$ cat src/rtl/dday_pkg.sv
`default_nettype none
// ----------------------------------------------------------------------------
// dday_pkg
// Shared widths, date type, month table and stage enables for the day counter.
// ----------------------------------------------------------------------------
package dday_pkg;

    localparam int YEAR_W  = 14;
    localparam int MONTH_W = 4;
    localparam int DAY_W   = 5;
    localparam int COUNT_W = 22;

    localparam int MAX_YEAR = 9999;

    // years-before-date count and day of year
    localparam int BASE_W = 23;
    localparam int DOY_W  = 9;

    // p/100 as (p>>2)*5243 >> 17, exact for p>>2 below 43690
    localparam int Q4_W        = YEAR_W - 2;
    localparam int RECIP_W     = 13;
    localparam int PROD_W      = Q4_W + RECIP_W;
    localparam int RECIP_SHIFT = 17;
    localparam int C100_W      = PROD_W - RECIP_SHIFT;
    localparam logic [RECIP_W-1:0] RECIP_25 = 13'd5243;

    localparam logic [MONTH_W-1:0] MONTH_JAN = 4'd1;
    localparam logic [MONTH_W-1:0] MONTH_FEB = 4'd2;
    localparam logic [MONTH_W-1:0] MONTH_DEC = 4'd12;

    typedef struct packed {
        logic [YEAR_W-1:0]  year;
        logic [MONTH_W-1:0] month;
        logic [DAY_W-1:0]   day;
    } date_t;

    typedef struct packed {
        logic s1;
        logic s2;
    } stage_en_t;

    // days in the months before m of a common year
    function automatic logic [DOY_W-1:0] days_before_month(input logic [MONTH_W-1:0] m);
        logic [DOY_W-1:0] r;
        begin
            case (m)
                4'd1:    r = 9'd0;
                4'd2:    r = 9'd31;
                4'd3:    r = 9'd59;
                4'd4:    r = 9'd90;
                4'd5:    r = 9'd120;
                4'd6:    r = 9'd151;
                4'd7:    r = 9'd181;
                4'd8:    r = 9'd212;
                4'd9:    r = 9'd243;
                4'd10:   r = 9'd273;
                4'd11:   r = 9'd304;
                4'd12:   r = 9'd334;
                default: r = 9'd0;
            endcase
            return r;
        end
    endfunction

endpackage
`default_nettype wire

$ cat src/rtl/date_difference_days_top.sv
`default_nettype none
// ----------------------------------------------------------------------------
// date_difference_days_top
// Gregorian day count from a start date to an end date, four-stage pipeline.
// ----------------------------------------------------------------------------
// Takes one request (start and end date) per cycle when the output side is not
// stalled and returns the number of days between them. Throughput is one
// request per clock while the output is not stalled; the pipeline has four
// register stages: year arithmetic and reciprocal multiply for /100, then
// years-before count and day of year, then the two differences, then the
// output register. Leap years are counted in closed form, so no year walk.
// Error is raised for a year of 0 or above 9999, a month outside 1..12, a
// day of 0, an end date before the start, or an overlong day that pushes the
// start past the end; day_count is then 0. Days are not checked against the
// month length, so February 31 runs on into March. Backpressure stalls a
// stage only when it and all stages ahead are full; nothing is dropped or repeated.
// ----------------------------------------------------------------------------
module date_difference_days_top (
    input  logic        clk,
    input  logic        rst_n,
    // start_year[13:0], start_month[17:14], start_day[22:18],
    // end_year[36:23], end_month[40:37], end_day[45:41], zero pad[47:46]
    input  logic [47:0] s_tdata,
    input  logic        s_tvalid,
    output logic        s_tready,
    // day_count[21:0], zero pad[23:22]
    output logic [23:0] m_tdata,
    // error[0]
    output logic        m_tuser,
    output logic        m_tvalid,
    input  logic        m_tready
);
    import dday_pkg::*;

    localparam int DATE_W  = YEAR_W + MONTH_W + DAY_W;
    localparam int DIFF_W  = BASE_W + 1;
    localparam int DD_W    = DOY_W + 1;
    localparam logic [COUNT_W-1:0] MAX_DAYS = 22'd3652059;

    // ---- input unpack ------------------------------------------------------
    date_t first_date;
    date_t end_date;

    always_comb
    begin
        first_date.year  = s_tdata[YEAR_W-1:0];
        first_date.month = s_tdata[YEAR_W+MONTH_W-1:YEAR_W];
        first_date.day   = s_tdata[DATE_W-1:YEAR_W+MONTH_W];
        end_date.year    = s_tdata[DATE_W+YEAR_W-1:DATE_W];
        end_date.month   = s_tdata[DATE_W+YEAR_W+MONTH_W-1:DATE_W+YEAR_W];
        end_date.day     = s_tdata[2*DATE_W-1:DATE_W+YEAR_W+MONTH_W];
    end

    // ---- flow control: each stage loads when empty or when it moves on -----
    logic v1_reg, v2_reg, v3_reg, out_v_reg;
    logic rdy1, rdy2, rdy3, rdy_out;
    stage_en_t en;

    always_comb
    begin
        rdy_out = !out_v_reg || m_tready;
        rdy3    = !v3_reg || rdy_out;
        rdy2    = !v2_reg || rdy3;
        rdy1    = !v1_reg || rdy2;
        en.s1   = rdy1;
        en.s2   = rdy2;
    end

    assign s_tready = rdy1;

    always_ff @(posedge clk or negedge rst_n)
    begin
        if (!rst_n)
        begin
            v1_reg    <= 1'b0;
            v2_reg    <= 1'b0;
            v3_reg    <= 1'b0;
            out_v_reg <= 1'b0;
        end
        else
        begin
            if (rdy1)
                v1_reg <= s_tvalid;
            if (rdy2)
                v2_reg <= v1_reg;
            if (rdy3)
                v3_reg <= v2_reg;
            if (rdy_out)
                out_v_reg <= v3_reg;
        end
    end

    // ---- stage 1/2: validity travels alongside the serial day units --------
    logic bad_next;
    logic err1_reg, err2_reg, err3_reg;

    dday_check u_check (
        .first_date (first_date),
        .end_date   (end_date),
        .bad        (bad_next)
    );

    logic [BASE_W-1:0] start_base, end_base;
    logic [DOY_W-1:0]  start_doy,  end_doy;

    dday_serial u_start (
        .clk         (clk),
        .en          (en),
        .date        (first_date),
        .year_base   (start_base),
        .day_of_year (start_doy)
    );

    dday_serial u_end (
        .clk         (clk),
        .en          (en),
        .date        (end_date),
        .year_base   (end_base),
        .day_of_year (end_doy)
    );

    // ---- stage 3: year and day-of-year differences -------------------------
    logic [BASE_W-1:0] dy_reg;
    logic [DD_W-1:0]   dd_reg;

    always_ff @(posedge clk)
    begin
        if (rdy1)
            err1_reg <= bad_next;
        if (rdy2)
            err2_reg <= err1_reg;
        if (rdy3)
        begin
            err3_reg <= err2_reg;
            dy_reg   <= end_base - start_base;
            dd_reg   <= DD_W'(end_doy) - DD_W'(start_doy);
        end
    end

    // ---- stage 4: sum, sign test, output register --------------------------
    logic [DIFF_W-1:0]  diff;
    logic               err_final;
    logic [COUNT_W-1:0] count_reg;
    logic               err_out_reg;

    always_comb
    begin
        diff = {1'b0, dy_reg} + {{(DIFF_W-DD_W){dd_reg[DD_W-1]}}, dd_reg};
        // negative total only from an overlong start day in the same year
        err_final = err3_reg || diff[DIFF_W-1];
    end

    always_ff @(posedge clk)
    begin
        if (rdy_out)
        begin
            err_out_reg <= err_final;
            count_reg   <= err_final ? '0 : diff[COUNT_W-1:0];
        end
    end

    assign m_tvalid = out_v_reg;
    assign m_tdata  = {2'b00, count_reg};
    assign m_tuser  = err_out_reg;

`ifndef SYNTH
    // an error result always carries a zero count
    assert property (@(posedge clk) disable iff (!rst_n)
        m_tvalid && m_tuser |-> m_tdata[COUNT_W-1:0] == '0)
        else $error("error result with non-zero day count");

    // a good result never exceeds the span of the supported years
    assert property (@(posedge clk) disable iff (!rst_n)
        m_tvalid && !m_tuser |-> m_tdata[COUNT_W-1:0] <= MAX_DAYS)
        else $error("day count beyond supported range");

    // input side only blocks when every stage holds a request
    assert property (@(posedge clk) disable iff (!rst_n)
        !s_tready |-> v1_reg && v2_reg && v3_reg && out_v_reg)
        else $error("input stalled with a pipeline bubble");

    // a stalled output stage keeps the stage behind it frozen
    assert property (@(posedge clk) disable iff (!rst_n)
        m_tvalid && !m_tready && v3_reg |=> v3_reg && $stable(dy_reg))
        else $error("stage 3 moved while output stalled");
`endif

endmodule
`default_nettype wire

$ cat src/rtl/dday_check.sv
`default_nettype none
// ----------------------------------------------------------------------------
// dday_check
// Range checks on both dates and end-before-start test.
// ----------------------------------------------------------------------------
module dday_check (
    input  dday_pkg::date_t first_date,
    input  dday_pkg::date_t end_date,
    output logic            bad
);
    import dday_pkg::*;

    logic start_ok;
    logic end_ok;
    logic end_first;

    always_comb
    begin
        start_ok = (first_date.year != '0)
                && (first_date.year <= YEAR_W'(MAX_YEAR))
                && (first_date.month >= MONTH_JAN)
                && (first_date.month <= MONTH_DEC)
                && (first_date.day != '0);
        end_ok   = (end_date.year != '0)
                && (end_date.year <= YEAR_W'(MAX_YEAR))
                && (end_date.month >= MONTH_JAN)
                && (end_date.month <= MONTH_DEC)
                && (end_date.day != '0);
        // year, month, day compared as one word
        end_first = end_date < first_date;
        bad = !start_ok || !end_ok || end_first;
    end

endmodule
`default_nettype wire

$ cat src/rtl/dday_serial.sv
`default_nettype none
// ----------------------------------------------------------------------------
// dday_serial
// Two-stage serial day split: days in all earlier years, and day of year.
// ----------------------------------------------------------------------------
module dday_serial (
    input  logic                           clk,
    input  dday_pkg::stage_en_t            en,
    input  dday_pkg::date_t                date,
    output logic [dday_pkg::BASE_W-1:0]    year_base,
    output logic [dday_pkg::DOY_W-1:0]     day_of_year
);
    import dday_pkg::*;

    // stage 1
    logic [YEAR_W-1:0]  p;
    logic [BASE_W-1:0]  p365_next, p365_reg;
    logic [Q4_W-1:0]    q4_next, q4_reg;
    logic [PROD_W-1:0]  prod_next, prod_reg;
    logic [1:0]         ylow_reg;
    logic [MONTH_W-1:0] month_reg;
    logic [DAY_W-1:0]   day_reg;

    // stage 2
    logic [C100_W-1:0]  c100;
    logic [Q4_W-1:0]    c25;
    logic [Q4_W-1:0]    rem;
    logic               century;
    logic               leap;
    logic [BASE_W-1:0]  year_base_next, year_base_reg;
    logic [DOY_W-1:0]   doy_next, doy_reg;

    always_comb
    begin
        p = date.year - YEAR_W'(1);
        // p * 365 as shift-add
        p365_next = BASE_W'({p, 8'b0}) + BASE_W'({p, 6'b0}) + BASE_W'({p, 5'b0})
                  + BASE_W'({p, 3'b0}) + BASE_W'({p, 2'b0}) + BASE_W'(p);
        q4_next   = p[YEAR_W-1:2];
        prod_next = PROD_W'(q4_next) * PROD_W'(RECIP_25);
    end

    always_ff @(posedge clk)
    begin
        if (en.s1)
        begin
            p365_reg  <= p365_next;
            q4_reg    <= q4_next;
            prod_reg  <= prod_next;
            ylow_reg  <= date.year[1:0];
            month_reg <= date.month;
            day_reg   <= date.day;
        end
    end

    always_comb
    begin
        c100 = prod_reg[PROD_W-1:RECIP_SHIFT];
        c25  = Q4_W'({c100, 4'b0}) + Q4_W'({c100, 3'b0}) + Q4_W'(c100);
        rem  = q4_reg - c25;
        // year is a century when (p>>2) mod 25 is 24 and year mod 4 is 0
        century = (rem == Q4_W'(24));
        leap    = (ylow_reg == 2'd0) && (!century || (c100[1:0] == 2'd3));
        year_base_next = p365_reg + BASE_W'(q4_reg) - BASE_W'(c100)
                       + BASE_W'(c100[C100_W-1:2]);
        doy_next = days_before_month(month_reg)
                 + DOY_W'(leap && (month_reg > MONTH_FEB))
                 + DOY_W'(day_reg);
    end

    always_ff @(posedge clk)
    begin
        if (en.s2)
        begin
            year_base_reg <= year_base_next;
            doy_reg       <= doy_next;
        end
    end

    assign year_base   = year_base_reg;
    assign day_of_year = doy_reg;

endmodule
`default_nettype wire
$ cat config.mk
export PLATFORM = sky130hd
export DESIGN_NAME = date_difference_days_top
export DESIGN_NICKNAME = d
export VERILOG_FILES = /design/src/rtl/dday_pkg.sv /design/src/rtl/date_difference_days_top.sv /design/src/rtl/dday_check.sv /design/src/rtl/dday_serial.sv
export SDC_FILE = /design/constraint.sdc
export NUM_CORES = 1
export LEC_CHECK = 0
export BUFFER_PORTS_ARGS = -buffer_cell sky130_fd_sc_hd__buf_2
export CORE_AREA = 2 2 207 209
export DETAILED_ROUTE_END_ITERATION = 16
export DIE_AREA = 0 0 209 211
export GPL_TIMING_DRIVEN = 0
export PLACE_DENSITY = 0.82
export SETUP_SLACK_MARGIN = 0.15
export SYNTH_ARGS = -nofsm -noshare
export SYNTH_HDL_FRONTEND = slang
export SYNTH_HIERARCHICAL = 1
export SYNTH_SLANG_ARGS = --single-unit
$ cat constraint.sdc
create_clock -name clk -period 11.3 [get_ports clk]
set_clock_uncertainty 0.2 [all_clocks]
set_input_delay 1.13 -clock clk [delete_from_list [all_inputs] [get_ports clk]]
set_output_delay 1.13 -clock clk [all_outputs]
set_load 0.05 [all_outputs]
-- After elaboration in Yosys (flattened, before gate mapping)
Memories as Yosys holds them, arrays and structs flattened. A register that Yosys moved wholly into a read port is not among the register bits.
Cells that the tools add are included.
- order comparisons: 9
- add/sub/neg operators: 31
- multipliers: 2
- reduce and logical (&&, ||, !) cells: 35
- mux-type cells: 2
- equal/unequal tests: 4
- operators by type and width (operator ; number):
    $mul A12 B13 Y25 const B ; 2
    $add A22 B20 Y23 ; 2
    $add A23 B12 Y23 ; 2
    $add A23 B14 Y23 ; 2
    $add A23 B16 Y23 ; 2
    $add A23 B17 Y23 ; 2
    $add A23 B19 Y23 ; 2
    $add A23 B6 Y23 ; 2
    $sub A23 B8 Y23 ; 2
    $le A14 B14 Y1 const B ; 2
    $reduce_bool A14 Y1 ; 2
    $sub A14 B1 Y14 const B ; 2
    $add A12 B11 Y12 ; 2
    $add A12 B8 Y12 ; 2
    $add A23 B24 Y24 ; 1
    $eq A12 B5 Y1 const B ; 2
    $sub A12 B12 Y12 ; 2
    $lt A23 B23 Y1 ; 1
    $sub A23 B23 Y23 ; 1
    $add A9 B1 Y9 ; 2
    $add A9 B5 Y9 ; 2
    $logic_and A1 B1 Y1 ; 12
    $reduce_bool A5 Y1 ; 2
    $sub A9 B9 Y10 ; 1
    8 further kinds ; 29
- bits in registers: 269
- input port bits: 52
- memory bits (read-only): 288
- memories: 2
- memory list (memory ; depth ; width ; rd ports ; clocked after memory_dff ; write ports ; line ; source):
    (name not given) ; 16 ; 9 ; 1 ; 1 ; 0 ; dday_pkg.sv:46 ; case (m)
    (name not given) ; 16 ; 9 ; 1 ; 1 ; 0 ; dday_pkg.sv:46 ;

-- Longest topological paths before layout
Gate-level depths: netlist (run 1).
- word-level depth: 10
- depth in mapped cells: 25
- gate-level depth less buffers: 25

-- Modules after synthesis
Netlist (run 1), hierarchy kept.
- by module, submodules not included (module ; cells an instance ; seq. area each (um2) ; area an instance (um2) ; instances):
    dday_serial (u_start) ; 1042 ; 2762.6 ; 10831.6 ; 1
    dday_serial (u_end) ; 1033 ; 2762.6 ; 10740.3 ; 1
    date_difference_days_top ; 471 ; 1871.8 ; 4700.8 ; 1
    dday_check ; 102 ; 0.0 ; 725.7 ; 1

-- Worst setup path after synthesis (run 1)
OpenSTA, ideal clock, no wires.
- path type: input to register
- start point: input port s_tdata[28]
- end point: register u_end.prod_reg[24], data pin
- stages: 23
- path slack: 3.698 ns
- data required time: 10.839 ns
- data arrival time: 7.141 ns
- library setup time: 0.261 ns
- path through: nor4_1 nand2_1 nor3_1 xor2_1 inv_1 fa_1 inv_1 fa_1 inv_1 fa_1 inv_1 fa_1 inv_1 fa_1 inv_1 ha_1 and3_1 a221oi_1 o22ai_1 a31oi_1 o31ai_1 o21ba_2 o311a_1
- cells in the longest elaborated chain, start to end: 2
- RTL lines (element ; line ; source):
    start: declaration ; date_difference_days_top.sv:23 ; input logic [47:0] s_tdata,
    $sub A14 B1 Y14 ; dday_serial.sv:35 ; p = date.year - YEAR_W'(1);
    via u_end.p[8] ; dday_serial.sv:16 ; logic [YEAR_W-1:0] p;
    $mul A12 B13 Y25 ; dday_serial.sv:40 ; prod_next = PROD_W'(q4_next) * PROD_W'(RECIP_25);
    via u_end.prod_next[24] ; dday_serial.sv:19 ; logic [PROD_W-1:0] prod_next, prod_reg;
    end signal: assignment ; dday_serial.sv:49 ; prod_reg <= prod_next;
    end: declaration ; dday_serial.sv:19 ;
The timed path passes the listed nets, and every way through them passes these cells.
A chain may end at the register's enable or synchronous reset.

-- Worst setup path in the final report (run 1)
- start point: input port s_tdata[5]
- end point: register u_start.prod_reg[23], data pin
- cells in the longest elaborated chain, start to end: 2
- RTL lines (element ; line):
    $sub A14 B1 Y14 ; dday_serial.sv:35
    via u_start.p[8] ; dday_serial.sv:16
    $mul A12 B13 Y25 ; dday_serial.sv:40
    via u_start.prod_next[23] ; dday_serial.sv:19
    end signal: assignment ; dday_serial.sv:49
    end: declaration ; dday_serial.sv:19
The timed path passes the listed nets, and every way through them passes these cells.

==> impl_metrics.yaml, run 1 <==
floorplan:
  dieArea_um2: 44100
  die_h_um: 211
  die_x_um: 209
  start_util: 0.647
  io_pins: 79
  core_um2: 41800
  rows: 75
yosys:
  synth_area_um2: 27000
  synth_flop_cell: "edfxtp_1"
  synthCells: 2648
  synth_seq_cells: 253
  synth-edff-count: 231
  synth.distinct_cells: 91
  ys_seq_area_frac: 0.274
  yosys_warnings: 6
  syn_area_per_cell_um2: 10.2
  async_flop_share: 0.0158
cts:
  cts.sinks: 253
  clock_tree.buffer_depth: 3
  clock_latency_ns: 0.56
  cts.clk_slew.worst_paths_ns: 0.07
  cts_tree: "built"
  cts_root_buf: "clkbuf_16"
  cts.repair.resized: 0
  htree_levels: 1
  numCtsBuffers: 27
  hold_buffers: 0
  cts_setup_buffers: 0
worst_setup_path:
  crit_arrival_ns: 8.46
  cp-end-kind: "flip-flop"
  critPathSlowestCell: "xor2_1"
  crit_family: "adder cells"
  crit_buf_inv: 7
  crit_top_cell: "inv_1"
  worst_ep_required_time_ns: 11.45
  rrSetupSlack_ns: 5.30
  critPathLaunchType: "primary input"
  reg2reg_depth: 20
  reg2reg_from: "u_start/prod_reg[19]"
  cp_max_fo: 11
  crit_type: "primary input to flip-flop"
  r2r-end: "u_start/day_of_year[8]"
  crit_chain: "buf_2 > nor4_1 > nand2_1 > nor3_1 > xor2_1 > inv_1 > fa_1 > inv_1 > fa_1 > inv_1 > fa_1 > inv_1 > fa_1 > inv_1 > fa_1 > inv_1 > ha_1 > nand2_1 > o311ai_0 > o21bai_1 > a31oi_1 > nor2_1 > o311ai_0"
  slowest_delay_ns: 1.05
drt:
  route.vias.total: 19300
  drt-pass1-iter-count: 8
  vias_per_cell: 5.80
  drc_errors: 0
  first_iter_violations: 1343
  wl_per_cell_um: 17.6
  drtAntennaViolNets: 0
  totalWireLength_mm: 58.5
final_layout:
  multi_input_area_um2: 17500
  nets: 3479
  drive_gt1_frac: 0.0676
  layout_commonest_cell: "inv_1"
  fillers: 2953
  mostFrequentLayoutCells: "inv_1, ha_1, edfxtp_1, fa_1, a21oi_1"
  area_growth_syn_to_layout_pct: 7.93
  seq_area_um2: 7400
grt:
  grt-ovfl-total: 0
  grt_pass1_wl_mm: 95.8
  grt_use_total: 0.271
  grt_pass1_vias: 19600
  grt_max_degree: 67
  antenna_found_initial: 7
sta:
  slew_violations: 0
  finalSetupViolations: 0
  fin_crit_ns: 8.31
  hold_ws_ns: 0.157
  max_freq_mhz: 120
  slew_headroom: 0.0552
  post-route-period-util: 0.735
  tightest_slew_ns: 1.41
  tns_ns: 0
  rsz0062_at_grt: "no"
  hold_viol_final: 0
placed_design:
  io_buffers: 74
  place_hpwl_mm: 48.1
  place.gp.congestion: 0.972
outcome:
  status: "complete, no violations"
job:
  maxCapViolCount: 0
worst_hold_path:
  hold_path_class: "primary input to async pin"
[synth_stat cells, drive strengths merged (8+ instances only)]
cell	n	area [µm²]
nand2b	29	181
dfxtp	18	360
inv	563	2110
a211o	9	78.8
nor2	117	462
xnor2	120	1050
and3	12	75.1
nand3	29	145
o21ai	109	549
a211oi	20	160
fa	219	4380
nand4	24	150
nand2	112	423
clkbuf	8	30.0
ha	448	5610
mux2i	14	144
nand3b	8	60.1
o21a	29	218
a21oi	119	599
xor2	74	656
nor4	19	140
nor2b	25	156
a21o	65	488
or2	10	62.6
a31oi	18	113
a221oi	8	106
o21bai	13	97.6
nor3	43	230
edfxtp	231	6940
o31ai	10	75.1
[routing by layer]
metal / global-route usage / share of wire / wire, µm / vias to the layer above
met1: 0.352 / 0.42 / 24800 / 9283
met4: 0.0968 / 0.035 / 2030 / 4
met2: 0.472 / 0.48 / 28300 / 615
li1: - / - / - / 9254
met3: 0.0291 / 0.057 / 3310 / 121
met5: 0 / 0.00072 / 42 / -
[area by class of cell]
| cell class | count | share of cell area |
|---|---|---|
| Inverter | 563 | 0.0725 |
| Tap cell | 539 | 0.0231 |
| Timing Repair Buffer | 82 | 0.0166 |
| Buffer | 13 | 0.00271 |
| Clock buffer | 31 | 0.0237 |
| Antenna cell | 5 | 0.000429 |
| Clock inverter | 19 | 0.00799 |
| Sequential cell | 253 | 0.254 |
| Multi-Input combinational cell | 1820 | 0.599 |
[worst max-delay path by stage]
| stage | slack [ns] | start | endpoint | cells past startpoint |
|---|---|---|---|---|
| floorplan | 3.70 | s_tdata[28] | u_end/prod_reg[24] | 23 |
| global placement | 2.17 | s_tdata[23] | u_end/prod_reg[24] | 26 |
| detailed placement | 2.03 | s_tdata[23] | u_end/prod_reg[24] | 26 |
| CTS | 2.58 | s_tdata[23] | u_end/prod_reg[24] | 26 |
| global route | 2.45 | s_tdata[5] | u_start/prod_reg[23] | 23 |
| finish | 2.99 | s_tdata[5] | u_start/prod_reg[23] | 23 |
[cell families (layout without fill, tap and decap cells)]
kind of cell             count (synthesis)  in the layout  share of synthesized area
multiplexers                            19             19                    0.00755
AND/OR/NAND/NOR                        464            464                     0.0876
buffers and inverters                  576            708                     0.0812
AO/OA/AOI/OAI                          474            474                      0.116
flip-flops                             253            253                      0.274
other                                    1              7                   0.000139
adder cells (fa/ha/maj)                667            667                      0.370
XOR/XNOR                               194            194                     0.0632
[per-stage QoR]
stage	util	worst slack (ns)	area (µm²)	cells
after floorplan	-	3.70	27000	2649
after global placement	0.672	2.17	28000	3262
after detailed placement	0.674	2.03	28200	3269
after CTS	0.697	2.58	29100	3319
after global routing	0.698	2.45	29100	3323
final	0.698	2.99	29100	3325
Power of run 1 is not shown: default switching activity piles up to over one toggle a cycle in this logic, so the estimate is an artifact.
==> run 2, diff against run 1 <==
==> constraint.sdc (replaced) <==
create_clock -name clk -period 8.6 [get_ports clk]
set_clock_uncertainty 0.2 [all_clocks]
set_input_delay 0.86 -clock clk [delete_from_list [all_inputs] [get_ports clk]]
set_output_delay 0.86 -clock clk [all_outputs]
set_load 0.05 [all_outputs]
==> impl_metrics.yaml, run 2 (same netlist as run 1, synthesis figures left out) <==
outcome:
  status: "complete, no violations"
drt:
  route.vias.total: 19300
  wl_per_cell_um: 17.6
  vias_per_cell: 5.80
  drc_errors: 0
  totalWireLength_mm: 58.6
  drt-pass1-iter-count: 7
  first_iter_violations: 1301
  drtAntennaViolNets: 0
cts:
  cts_setup_buffers: 0
  cts.clk_slew.worst_paths_ns: 0.06
  clock_latency_ns: 0.57
  cts.sinks: 253
  numCtsBuffers: 27
  htree_levels: 1
  cts_tree: "built"
  clock_tree.buffer_depth: 3
  cts_root_buf: "clkbuf_16"
sta:
  slew_headroom: 0.0565
  finalSetupViolations: 0
  post-route-period-util: 0.931
  rsz0062_at_grt: "no"
  fin_crit_ns: 8.00
  tightest_slew_ns: 1.41
  max_freq_mhz: 125
  tns_ns: 0
  fin_ws_ns: 0.598
  hold_viol_final: 0
  slew_violations: 0
worst_setup_path:
  slowest_delay_ns: 0.66
  crit_top_cell: "inv_1"
  crit_arrival_ns: 8.10
  r2r-end: "u_start/day_of_year[8]"
  crit_family: "adder cells"
  worst_ep_required_time_ns: 8.70
  critPathSlowestCell: "xnor2_2"
  critPathLaunchType: "primary input"
  path_depth: 26
  crit_type: "primary input to flip-flop"
  rrSetupSlack_ns: 2.59
  cp-end-kind: "flip-flop"
  setup.worst_path.end: "u_end/prod_reg[24]"
  crit_start: "s_tdata[23]"
  reg2reg_depth: 20
  crit_buf_inv: 8
  reg2reg_from: "u_start/prod_reg[19]"
  cp_max_fo: 9
final_layout:
  mostFrequentLayoutCells: "inv_1, ha_1, edfxtp_1, fa_1, a21oi_1"
  layout_commonest_cell: "inv_1"
  fillers: 2951
  drive_gt1_frac: 0.0679
  nets: 3480
  area_growth_syn_to_layout_pct: 7.98
grt:
  grt-ovfl-total: 0
  antenna_found_initial: 7
  grt_pass1_vias: 19600
  grt_max_degree: 67
  grt_pass1_wl_mm: 95.8
  grt_use_total: 0.271
job:
  maxCapViolCount: 0
placed_design:
  io_buffers: 74
  place.gp.congestion: 0.972
  dpl_worst_slack_ns: -0.397
  place_hpwl_mm: 48.1
floorplan:
  die_x_um: 209
  die_h_um: 211
  start_util: 0.647
  io_pins: 79
  core_um2: 41800
  dieArea_um2: 44100
  rows: 75
worst_hold_path:
  hold_path_class: "flip-flop to flip-flop"
run 2: changes by cell type in the layout (fill, tap and decap cells not counted):
cell	change
diode_2	-2
dlygate4sd3_1	+1
xor2_1	-1
xor2_2	+1
run 2: area by class of cell:
| cell class | instances | area [µm²] | share of cell area |
|---|---|---|---|
| Tap cell | 539 | 674 | 0.0231 |
| Sequential cell | 253 | 7400 | 0.254 |
| Buffer | 13 | 78.8 | 0.00270 |
| Clock buffer | 31 | 691 | 0.0237 |
| Antenna cell | 3 | 7.51 | 0.000258 |
| Inverter | 563 | 2110 | 0.0725 |
| Multi-Input combinational cell | 1820 | 17500 | 0.599 |
| Timing Repair Buffer | 83 | 493 | 0.0169 |
| Clock inverter | 19 | 233 | 0.00798 |
run 2: worst min-delay path by stage:
stage,start,end,slack [ns],depth (start not counted)
final,v1_reg,v2_reg,0.27,1
after global placement,v1_reg,v2_reg,0.26,1
after detailed placement,v1_reg,v2_reg,0.26,1
after global routing,s_tvalid,v1_reg,0.27,2
after CTS,s_tvalid,v1_reg,0.26,2
after floorplan,err1_reg,err2_reg,0.20,0
run 2: routing by layer:
metal  track usage  share of wire
met3        0.0290          0.057
met5             0        0.00041
met1         0.353           0.42
met4        0.0961          0.033
met2         0.472           0.49
run 2: metrics by stage:
stage           util  hold slack, ns  std cells  cell area, µm²
2_1_floorplan      -           0.200       2649           27000
3_3_place_gp   0.672           0.257       3262           28000
3_5_place_dp   0.674           0.262       3269           28200
4_1_cts        0.697           0.261       3320           29100
5_1_grt        0.698           0.270       3324           29200
6_report       0.698           0.272       3324           29200
run 2: repair_timing:
action | 4_1_cts | 5_1_grt
hold buffers | 1 | 0
resized for setup | 1 | 1
endpoints found under the setup margin | 1 | 1
endpoints found under the hold margin | 4 | 0
run 2: worst reg2reg max path, cell delays in order, from the launching register on:
cell      delay, ns
edfxtp_1       0.56
inv_1          0.12
fa_1           0.57
fa_1           0.44
ha_1           0.31
clkbuf_1       0.17
a21oi_1        0.27
o21a_1         0.19
o21ai_0        0.13
nand4b_1       0.12
o21ai_0        0.07
or4_1          0.55
o31ai_1        0.61
fa_1           0.37
fa_1           0.24
nor2b_1        0.06
o21ai_0        0.24
nand2b_1       0.14
a21o_1         0.21
nand4_1        0.10
xnor2_1        0.08
Power of run 2 is left out for the same reason.
